`src/rtl/rabs_ram.sv`:
```
// Generic single-write, single-read RAM with registered read data.
module rabs_ram #(
    parameter int WIDTH = 8,
    parameter int DEPTH = 16,
    parameter int AW    = (DEPTH > 1) ? $clog2(DEPTH) : 1
) (
    input  logic             clk,
    input  logic             we,
    input  logic [AW-1:0]    waddr,
    input  logic [WIDTH-1:0] wdata,
    input  logic             re,
    input  logic [AW-1:0]    raddr,
    output logic [WIDTH-1:0] rdata
);

    logic [WIDTH-1:0] mem [DEPTH];
    logic [WIDTH-1:0] rdata_reg;

    // Write port.
    always_ff @(posedge clk)
    begin
        if (we)
        begin
            mem[waddr] <= wdata;
        end
    end

    // Registered read port.
    always_ff @(posedge clk)
    begin
        if (re)
        begin
            rdata_reg <= mem[raddr];
        end
    end

    assign rdata = rdata_reg;

endmodule

```
`config.mk`:
```
export PLATFORM = sky130hd
export DESIGN_NAME = rabs_ram
export DESIGN_NICKNAME = d
export VERILOG_FILES = /design/src/rtl/rabs_ram.sv
export SDC_FILE = /design/constraint.sdc
export NUM_CORES = 1
export LEC_CHECK = 0
export ABC_AREA = 1
export BUFFER_PORTS_ARGS = -buffer_cell sky130_fd_sc_hd__buf_2
export CORE_MARGIN = 5
export CORE_UTILIZATION = 45
export DETAILED_ROUTE_END_ITERATION = 7
export MAX_ROUTING_LAYER = met4
export PLACE_DENSITY = 0.59
export SYNTH_ARGS = -nofsm -noshare
export SYNTH_HDL_FRONTEND = slang
export SYNTH_SLANG_ARGS = --single-unit
```
`constraint.sdc`:
```
create_clock -name clk -period 1.55 [get_ports clk]
set_input_delay 0.31 -clock clk [delete_from_list [all_inputs] [get_ports clk]]
set_output_delay 0.31 -clock clk [all_outputs]
set_load 0.01 [all_outputs]
```
==> Yosys cells after proc, flatten, opt, wreduce, memory -nomap -nowiden <==
Memories as Yosys holds them, arrays and structs flattened. A register that Yosys moved wholly into a read port is not among the register bits.
Index checks and enable logic that the tools add are counted.
W data, S select, Z words.
{ "op_classes": {"n_mux": 2} }
{ "op_table": {"columns": ["operator", "count"], "rows": [
  ["$mux W1", 2]
]} }
{ "totals": {"memories": 1, "mem_bits_rw": 128, "in_bits": 19, "word_cells": 3, "register_bits": 0, "out_inout_bits": 8} }
{ "memory_table": {"columns": ["memory", "words", "width", "rd", "rd_clocked_by_memory_dff", "write_ports", "line_no", "text"], "rows": [
  ["mem", 16, 8, 1, 1, 1, "16", "logic [WIDTH-1:0] mem [DEPTH];"]
]} }

==> Depth between registers and ports, before layout <==
{ "depth": {"ltp_word": 2, "mapped_depth": 8, "ltp_nobuf": 7} }

==> Least setup slack after synthesis <==
No wires, ideal clock.
{ "synth_path": {"path_type": "input to register", "startpoint": "in waddr[2]", "endpoint": "mem mem[10][0] (enable)", "n_path_buf": 0, "arrival_time_ns": 0.891, "cell_stages": 2, "setup_slack_ns": 0.289, "path_cell_list": "nand3b_1 nor2_1"} }
{ "synth_lines": {"columns": ["item", "line_no", "text"], "rows": [
  ["start: declaration", "9", "input logic [AW-1:0] waddr,"],
  ["end: declaration", "16", null]
]} }
No word-level cell before the write port.

==> Worst setup path after layout <==
{ "layout_path": {"startpoint": "reg rdata_reg[3], in the netlist rdata[3], read port of mem", "endpoint": "out rdata[3]"} }
{ "layout_lines": {"columns": ["item", "line_no", "text"], "rows": [
  ["start: declaration", "17", "logic [WIDTH-1:0] rdata_reg;"],
  ["end: declaration", "13", "output logic [WIDTH-1:0] rdata"]
]} }
No word-level cell between the ends.

==> results.yml <==
global_route:
  grt_max_degree: 48
  grt_overflow: 0
  grt_pass1_vias: 3675
  antenna_found_initial: 0
  track_usage: 0.199
  grt_pass1_wl_um: 20900
place:
  port_buffers: 26
  place_hpwl_um: 8550
  dp.cells: 756
  gp_congestion: 0.883
worst_setup_path:
  critPathSlowestCell: "edfxtp_1"
  critical_path.top_delay_family: "flip-flops"
  worstSetupPathType: "reg2out"
  crit_chain: "buf_2"
  cp.depth: 1
  path_max_fanout: 1
  worstPathRequired_ns: 1.24
  worstRegToRegCells: 6
  ff2ff_setup_slack_ns: 0.42
  cp_num_buf_inv: 1
  cpPeakStageDelay_ns: 0.41
  cp-end-kind: "primary output"
  setup.worst_path.start_class: "register"
  arrival_ns: 1.00
power_and_ir_drop:
  cellPowerDensity_mw_per_mm2: 1280
  ir_worst_vdd_mv: 0.605
  p_leak_nw: 2.99
  total_power_mw: 8.82
yosys:
  ys_types: 11
  synth_area_leaders: "edfxtp_1 (70%), nand2_1 (11%), nand3_1 (8.3%), inv_1 (6.4%), buf_6 (1.2%)"
  synth_warnings: 0
  syn_avg_cell_area_um2: 10.6
  synth_top_cell_area_share: 0.698
  syn-cell-area_mm2: 0.00585
  syn_inst: 551
  synth_fp_nets: 570
  synth_top_cell_by_area: "edfxtp_1"
  ys_seq_area_frac: 0.698
  ys_ff_latch: 136
cells_and_area:
  multi_input_area_mm2: 0.00121
  layout.cells.most_common_list: "nand2_1 (173), edfxtp_1 (136), inv_1 (100)"
  drive_above_1_share: 0.144
  final_cell_count_no_fill: 788
  layout_commonest_cell: "nand2_1"
  largest_reg_flops: 128
  fill_cells: 1146
  diodes: 0
  register_area_mm2: 0.00408
  syn2layout_area_growth_pct: 17.9
  nets: 622
hold_path:
  min_path_type: "in2reg"
  whs_path_depth: 1
floorplan:
  dieWidth_um: 124
  initial_core_util: 0.461
  row_count: 41
  die-area_mm2: 0.0154
  io_pins: 27
  die_height_um: 124
  coreArea_mm2: 0.0127
clock_network:
  hold_buffers: 0
  cts_resized: 0
  clk_pin_slew_worst_paths_ns: 0.06
  htreeDepth: 4
  insertion_delay_ns: 0.42
  post_cts_buffers: 0
  cts_root_buffer: "clkbuf_16"
  clock_sinks: 136
  cts_buffer_depth: 2
  cts_buffers: 17
  cts_tree: "built"
route:
  drt_iter0_drc: 363
  detail-route-antenna-nets: 0
  drc: 0
  firstDrtPassIters: 6
  wire_per_inst_um: 17.1
  wl_um: 13500
  vias: 3752
  avgViaCountPerCell: 4.76
timing:
  final_max_slew_viol_count: 0
  worst_pin_slew_ns: 0.626
  rsz0062_at_grt: "false"
  min_period_ns: 1.31
  finClkSkew_ns: 0.0129
  max_freq_mhz: 765
  period_share: 0.843
  slew_headroom: 0.582
  final-setup-viol-count: 0
  hold_viol: 0
  finalSetupTns_ns: 0
job:
  cap_violations: 0
run_status:
  status: "finished, final reports clean"
## logic make-up after synthesis
family,after synthesis,share of synthesized area
buffers and inverters,126,0.0939
DFF,136,0.698
and+or+nand+nor,289,0.208
## layer usage
layer / global-route usage / vias to the layer above / share of wire
li1: - / 1884 / -
met1: 0.261 / 1756 / 0.45
met2: 0.306 / 97 / 0.48
met3: 0.0409 / 15 / 0.048
met4: 0.0787 / 0 / 0.017
met5: - / - / 0
## power by group
group,internal [mW],switching [mW]
Sequential,4.14,0.0225
Clock,2.66,1.47
Combinational,0.161,0.363
Total,6.97,1.86
## worst paths after layout
| path | start | end |
|---|---|---|
| min reg2reg | mem[13][1] | rdata[1] |
| max reg2reg | mem[0][7] | rdata[7] |
| max | rdata[3] | rdata[3] |
| min | re | rdata[5] |
## cells in the mapped netlist
master	count
nand3_1	97
edfxtp_1	136
buf_1	1
inv_2	2
nor2_1	17
nand2_1	173
inv_1	100
buf_2	13
buf_4	4
nand3b_1	2
buf_6	6
## final cells by class
class                      instances  area share
sequential                       136       0.592
multi-input combinational        289       0.176
clock buffer                      17      0.0617
timing repair buffer              57      0.0563
inverter                         102      0.0555
tap                              172      0.0312
clock inverter                    15      0.0267
## metrics by stage
stage                     setup WS [ns]  cell area (um^2)   util  hold WS (ns)
after floorplan                   0.289              5850      -         0.409
after global placement          -0.0719              6280  0.496         0.695
after detailed placement        -0.0834              6280  0.496         0.690
after CTS                         0.222              6890  0.544         0.245
after global routing              0.221              6890  0.544         0.248
final                             0.243              6890  0.544         0.258
No activity file was read; power rests on OpenSTA's default activity.
