==> config.mk <==
export PLATFORM = sky130hd
export DESIGN_NAME = rabs_lane
export DESIGN_NICKNAME = d
export VERILOG_FILES = /design/src/rtl/rabs_pkg.sv /design/src/rtl/rabs_lane.sv
export SDC_FILE = /design/constraint.sdc
export NUM_CORES = 1
export LEC_CHECK = 0
export ABC_AREA = 0
export CORE_UTILIZATION = 35
export CTS_CLUSTER_SIZE = 16
export DETAILED_ROUTE_END_ITERATION = 8
export DONT_BUFFER_PORTS = 1
export PLACE_DENSITY_LB_ADDON = 0.08
export SYNTH_ARGS = -nofsm -noshare
export SYNTH_HDL_FRONTEND = slang
export SYNTH_SLANG_ARGS = --single-unit
==> constraint.sdc <==
create_clock -name clk -period 16.31 [get_ports clk]
set_clock_uncertainty 0.2 [all_clocks]
set_input_delay 3.262 -clock clk [delete_from_list [all_inputs] [get_ports clk]]
set_output_delay 3.262 -clock clk [all_outputs]
set_load 0.01 [all_outputs]
==> src/rtl/rabs_pkg.sv <==
// Shared widths, defaults, register indexes and lane control types for the background subtractor.
package rabs_pkg;

    // Fixed field widths.
    localparam int CHAN_W  = 8;
    localparam int ALPHA_W = 16;
    localparam int FRAME_W = 20;
    localparam int NUM_CH  = 3;

    // Configuration port.
    localparam int CFG_IDX_W  = 1;
    localparam int CFG_DATA_W = FRAME_W;
    localparam logic [CFG_IDX_W-1:0] REG_FRAME_PIXELS = 1'd0;
    localparam logic [CFG_IDX_W-1:0] REG_ALPHA_Q16    = 1'd1;

    // Register reset values.
    localparam int FRAME_PIXELS_RESET = 307200;
    localparam int ALPHA_Q16_RESET    = 655;

    // Defaults for the top-level parameters.
    localparam int MAX_PIXELS_DEF   = 524288;
    localparam int BG_FRAC_BITS_DEF = 8;

    // Control that every lane receives from the pipeline controller.
    typedef struct packed {
        logic adv;    // pipeline moves on at this edge
        logic fresh;  // entry in stage one has never been written, reads as zero
        logic fwd;    // take the background from the stage-four register
    } lane_ctl_t;

endpackage

==> src/rtl/rabs_lane.sv <==
// One colour channel: background update, difference and inversion over four stages.
module rabs_lane
    import rabs_pkg::*;
#(
    parameter int FRAC_BITS = BG_FRAC_BITS_DEF,
    parameter int BW        = CHAN_W + FRAC_BITS
) (
    input  logic               clk,
    input  lane_ctl_t          ctl,
    input  logic [ALPHA_W-1:0] alpha,
    input  logic [CHAN_W-1:0]  pix_in,
    input  logic [BW-1:0]      rd_bg,
    output logic [BW-1:0]      wr_bg,
    output logic [CHAN_W-1:0]  bg_out,
    output logic [CHAN_W-1:0]  diff_out,
    output logic [CHAN_W-1:0]  inv_out
);

    localparam int PW = ALPHA_W + BW;
    localparam logic [BW:0] HALF_LSB = (BW+1)'(1) << (FRAC_BITS - 1);
    localparam logic [PW:0] STEP_HALF = (PW+1)'(1) << (ALPHA_W - 1);
    localparam logic [CHAN_W-1:0] CHAN_MAX = '1;

    // Stage one: pixel sample.
    logic [CHAN_W-1:0] pix_s1_reg;
    // Stage two: operands of the multiply.
    logic [BW-1:0]     p_s2_reg, b_s2_reg, mag_s2_reg;
    logic              up_s2_reg;
    // Stage three: product.
    logic [PW-1:0]     prod_s3_reg;
    logic [BW-1:0]     p_s3_reg, b_s3_reg;
    logic              up_s3_reg;
    // Stage four: updated background.
    logic [BW-1:0]     nb_s4_reg, p_s4_reg;

    logic [BW-1:0] p_s1, b_s1, mag_s1;
    logic          up_s1;
    logic [PW:0]   prod_rnd;
    logic [BW-1:0] step_s3, nb_s3;
    logic [BW-1:0] d_s4;
    logic [BW:0]   bg_sum, diff_sum;
    logic [BW-FRAC_BITS:0] bg_q, diff_q;

    // Stage one: choose the old background and take the distance to the pixel.
    always_comb
    begin
        p_s1 = {pix_s1_reg, {FRAC_BITS{1'b0}}};
        if (ctl.fresh)
        begin
            b_s1 = '0;
        end
        else if (ctl.fwd)
        begin
            b_s1 = nb_s4_reg;
        end
        else
        begin
            b_s1 = rd_bg;
        end
        up_s1  = (p_s1 >= b_s1);
        mag_s1 = up_s1 ? (p_s1 - b_s1) : (b_s1 - p_s1);
    end

    // Stage three: round the scaled step and move the background towards the pixel.
    always_comb
    begin
        prod_rnd = (PW+1)'(prod_s3_reg) + STEP_HALF;
        step_s3  = prod_rnd[ALPHA_W +: BW];
        nb_s3    = up_s3_reg ? (b_s3_reg + step_s3) : (b_s3_reg - step_s3);
    end

    assign wr_bg = nb_s3;

    // Pipeline registers, all moving together.
    always_ff @(posedge clk)
    begin
        if (ctl.adv)
        begin
            pix_s1_reg  <= pix_in;
            p_s2_reg    <= p_s1;
            b_s2_reg    <= b_s1;
            mag_s2_reg  <= mag_s1;
            up_s2_reg   <= up_s1;
            prod_s3_reg <= PW'(alpha) * PW'(mag_s2_reg);
            p_s3_reg    <= p_s2_reg;
            b_s3_reg    <= b_s2_reg;
            up_s3_reg   <= up_s2_reg;
            nb_s4_reg   <= nb_s3;
            p_s4_reg    <= p_s3_reg;
        end
    end

    // Stage four: round background and difference to whole sample values.
    always_comb
    begin
        d_s4     = (p_s4_reg >= nb_s4_reg) ? (p_s4_reg - nb_s4_reg) : (nb_s4_reg - p_s4_reg);
        bg_sum   = (BW+1)'(nb_s4_reg) + HALF_LSB;
        diff_sum = (BW+1)'(d_s4) + HALF_LSB;
        bg_q     = bg_sum[BW:FRAC_BITS];
        diff_q   = diff_sum[BW:FRAC_BITS];
        bg_out   = bg_q[BW-FRAC_BITS] ? CHAN_MAX : bg_q[CHAN_W-1:0];
        diff_out = diff_q[BW-FRAC_BITS] ? CHAN_MAX : diff_q[CHAN_W-1:0];
        inv_out  = CHAN_MAX - diff_out;
    end

endmodule

Word level (Yosys, flattened, before mapping)
Index checks and enable logic that the tools add are counted.
Storage, ports and cells
  register bits after elaboration: 130
  bits of input ports: 44
Operators by class
  multiply operators: 1
  magnitude comparators: 2
  add/subtract/negate cells: 10
  multiplexer cells: 7
Operators with widths (count)
  two-way mux 16 bit: 5
  subtractor 16 bit: 5
  adder 16 x 8 -> 17 bit (second input constant): 2
  adder 32 x 16 -> 32 bit (second input constant): 1
  greater-or-equal comparator 16 bit: 2
  multiplier 16 x 16 -> 32 bit: 1
  adder 16 bit: 1
  two-way mux 8 bit: 2
  subtractor 8 bit (first input constant): 1

Depth between registers and ports, before layout
  word-level depth: 5
  mapped depth: 23
  depth with buffers taken out: 22

Worst setup path before layout
Ideal clock, no wire load.
  path type: input port to flip-flop
  start point: input port alpha[7]
  end point: register prod_s3_reg[28], data pin
  library setup time: 0.258 ns
  arrival time: 8.773 ns
  stages on the path: 22
  data required time: 15.852 ns
  setup slack: 7.079 ns
  path through: clkbuf_1 nand2_1 fa_1 inv_1 fa_1 inv_1 fa_1 inv_1 fa_1 fa_1 inv_1 fa_1 inv_1 ha_1 a21oi_1 o21ai_0 a211o_1 o31a_1 a31oi_1 o21ai_0 a31oi_1 xnor2_1
On the way
  longest elaborated chain between the ends: 1
RTL lines
  start: declaration: line rabs_lane.sv:10  | input logic [ALPHA_W-1:0] alpha,
  multiplier 16 x 16 -> 32 bit: line rabs_lane.sv:84  | prod_s3_reg <= PW'(alpha) * PW'(mag_s2_reg);
  end signal: assignment: line rabs_lane.sv:84
  end: declaration: line rabs_lane.sv:30  | logic [PW-1:0] prod_s3_reg;
No other way between the ends.
A chain may end at the register's enable or synchronous reset.

Worst setup path after layout
  start point: input port alpha[5]
  end point: register prod_s3_reg[28], data pin
Same word-level chain as after synthesis.

==> metrics.yaml <==
rsz0062_at_grt: "no"
cp.arrival_ps: 8980
relSlewSlack_pct: 26.7
fin_crit_ps: 9010
drive_gt1_share_pct: 4.13
rows: 76
grt_pass1_vias: 10800
antenna_left: 0
slowest_delay_ps: 540
h-tree-depth: 4
track_usage_pct: 17.6
synth-main-ff-cell: "edfxtp_1"
cts_tree: "built"
tightest_slew_ps: 1100
tns_ps: 0
period_share_pct: 55.2
wl_per_cell_um: 17.4
ys_ff_latch: 114
synthCells: 1587
ios: 84
insertion_delay_ps: 420
route.vias.total: 10600
drt_pass1_iterations: 4
setup_viol: 0
path_cells: "and2_1, fa_1, inv_1, fa_1, inv_1, fa_1, fa_1, fa_1, inv_1, fa_1, inv_1, ha_1, a21oi_1, o21ai_0, a211o_1, o31a_1, a31oi_1, o21ai_0, a31oi_1, xnor2_1"
synthToLayoutAreaGrowth_pct: 7.66
cpMaxStageDelayCell: "fa_1"
grt_max_degree: 115
maxSlewViolCount: 0
initial_utilization_pct: 35.6
largest_reg_flops: 17
post_cts_buffers: 0
grt-ovfl-total: 0
hold_violations: 0
path_max_fanout: 16
synth_area_mm2: 0.0153
dr.first_iter.drc_count: 556
grt_first_pass_wirelength_mm: 60.4
holdCritPathClass: "reg2reg"
hold_depth: 0
cts.sinks: 114
synth_nets: 1976
synth_edf_count: 114
drc: 0
ctsResizeCount: 0
outcome: "finished clean"
cts_hold_buffers: 0
clock.fmax_mhz: 111
core_mm2: 0.0431
cts.reportedPaths.clkPinSlew_ps: 60
clockRootBuffer: "clkbuf_16"
place_hpwl_mm: 30.4
critPathKind: "in2reg"
yosysTopAreaCellShare_pct: 25.6
finish.net_count: 1949
die_x_um: 211
synth_most_common_cell: "inv_1"
antenna_cells: 0
ff2ff_path_depth: 21
antenna_found_initial: 3
cts-buffers-inserted: 17
synth.distinct_cells: 62
yosys.area.top_type: "fa_1"
synth_warnings: 0
cap_violations: 0
dieArea_mm2: 0.0446
synthTopCellsByArea: "fa_1 (26%), edfxtp_1 (22%), ha_1 (12%), inv_1 (6.9%), and2_1 (5.5%)"
routed_wl_mm: 37.5
synth_seq_area_share_pct: 22.3
die_h_um: 211
place_congestion: 0.814
syn_avg_cell_area_um2: 9.65
critPathCaptureType: "flop"
clk_path_buf_depth: 2
cpMostUsedCell: "fa_1"
synth_commonest_cells: "inv_1 (280), fa_1 (196), nand2_1 (170)"
worstPathRequired_ps: 16280
vias_per_cell: 4.92
numPortBuffers: 0
startpoint_type: "primary input"
async_flop_share_pct: 0
==> final timing paths <==
check	from	end	slack [ps]
worst min-delay path	b_s2_reg[2]$_DFFE_PP_	b_s3_reg[2]$_DFFE_PP_	220
worst min register to register	b_s2_reg[2]$_DFFE_PP_	b_s3_reg[2]$_DFFE_PP_	220
worst max register to register	mag_s2_reg[7]$_DFFE_PP_	prod_s3_reg[28]$_DFFE_PP_	9230
worst max-delay path	alpha[5]	prod_s3_reg[28]$_DFFE_PP_	7300
==> area by class of cell <==
| type | instances | area [µm²] |
|---|---|---|
| timing repair buffer | 5 | 37.5 |
| clock buffer | 17 | 425 |
| sequential | 114 | 3420 |
| clock inverter | 15 | 186 |
| inverter | 280 | 1050 |
| multi-input combinational | 1142 | 10600 |
| fill | 4347 | 26600 |
| tap | 585 | 732 |
==> layout by cell type (no fill, tap or decap), types with 5 or more instances in the layout <==
cell type and count:
inv_1 280, fa_1 196, nand2_1 170, ha_1 149
and2_1 134, edfxtp_1 114, nor2_1 58, xnor2_1 56
a21oi_1 49, xor2_1 33, o21ai_0 29, mux2i_1 24
nand3_1 23, a21o_1 18, nor3_1 17, clkbuf_16 17
and3_1 13, a31oi_1 13, or2_2 12, nand2b_1 12
nor2b_1 12, nor4_1 11, nand4_1 10, o21bai_1 10
o21a_1 8, nand3b_1 7, a211oi_1 6, a211o_1 6
o31ai_1 6, inv_8 6, o211ai_1 5, inv_6 5
buf_4 5
==> cells by family (layout without fill, tap and decap cells) <==
kind of cell	count (synthesis)	after routing	share of synthesized area, %
DFF	114	114	22.3
AOI/OAI and AO/OA	188	188	8.36
and+or+nand+nor	493	493	16.4
muxes	27	27	1.79
xor gates and xnor gates	89	89	5.09
adders and majority gates	345	345	37.8
buffers and inverters	331	317	8.22
==> through the flow <==
stage | hold slack, ps | instances | area [µm²] | util [%] | setup WS [ps]
finish | 217 | 2158 | 16500 | 38.3 | 7300
global route | 222 | 2158 | 16500 | 38.3 | 6920
CTS | 217 | 2158 | 16500 | 38.3 | 7300
detailed placement | 205 | 2126 | 15900 | 36.9 | 6870
global placement | 201 | 2126 | 15900 | 36.9 | 6890
floorplan | 200 | 1587 | 15300 | - | 7080
==> worst max-delay path: cells and delay by family <==
kind / cells / cell delay (ps)
AOI/OAI and AO/OA: 7 / 1840
xor gates and xnor gates: 1 / 90
adders and majority gates: 7 / 3430
buffers and inverters: 4 / 190
and+or+nand+nor: 1 / 160
==> metal layers <==
| layer | GRT usage (%) | vias to the layer above | part of all wire, % |
|---|---|---|---|
| met1 | 24.3 | 5365 | 47 |
| met3 | 2.10 | 19 | 3.0 |
| met2 | 30.0 | 143 | 49 |
| met4 | 2.55 | 0 | 0.60 |
| li1 | - | 5095 | - |
| met5 | 0 | - | 0 |
Power is not shown: default switching activity piles up to over one toggle a cycle in this logic, so the estimate is an artifact.
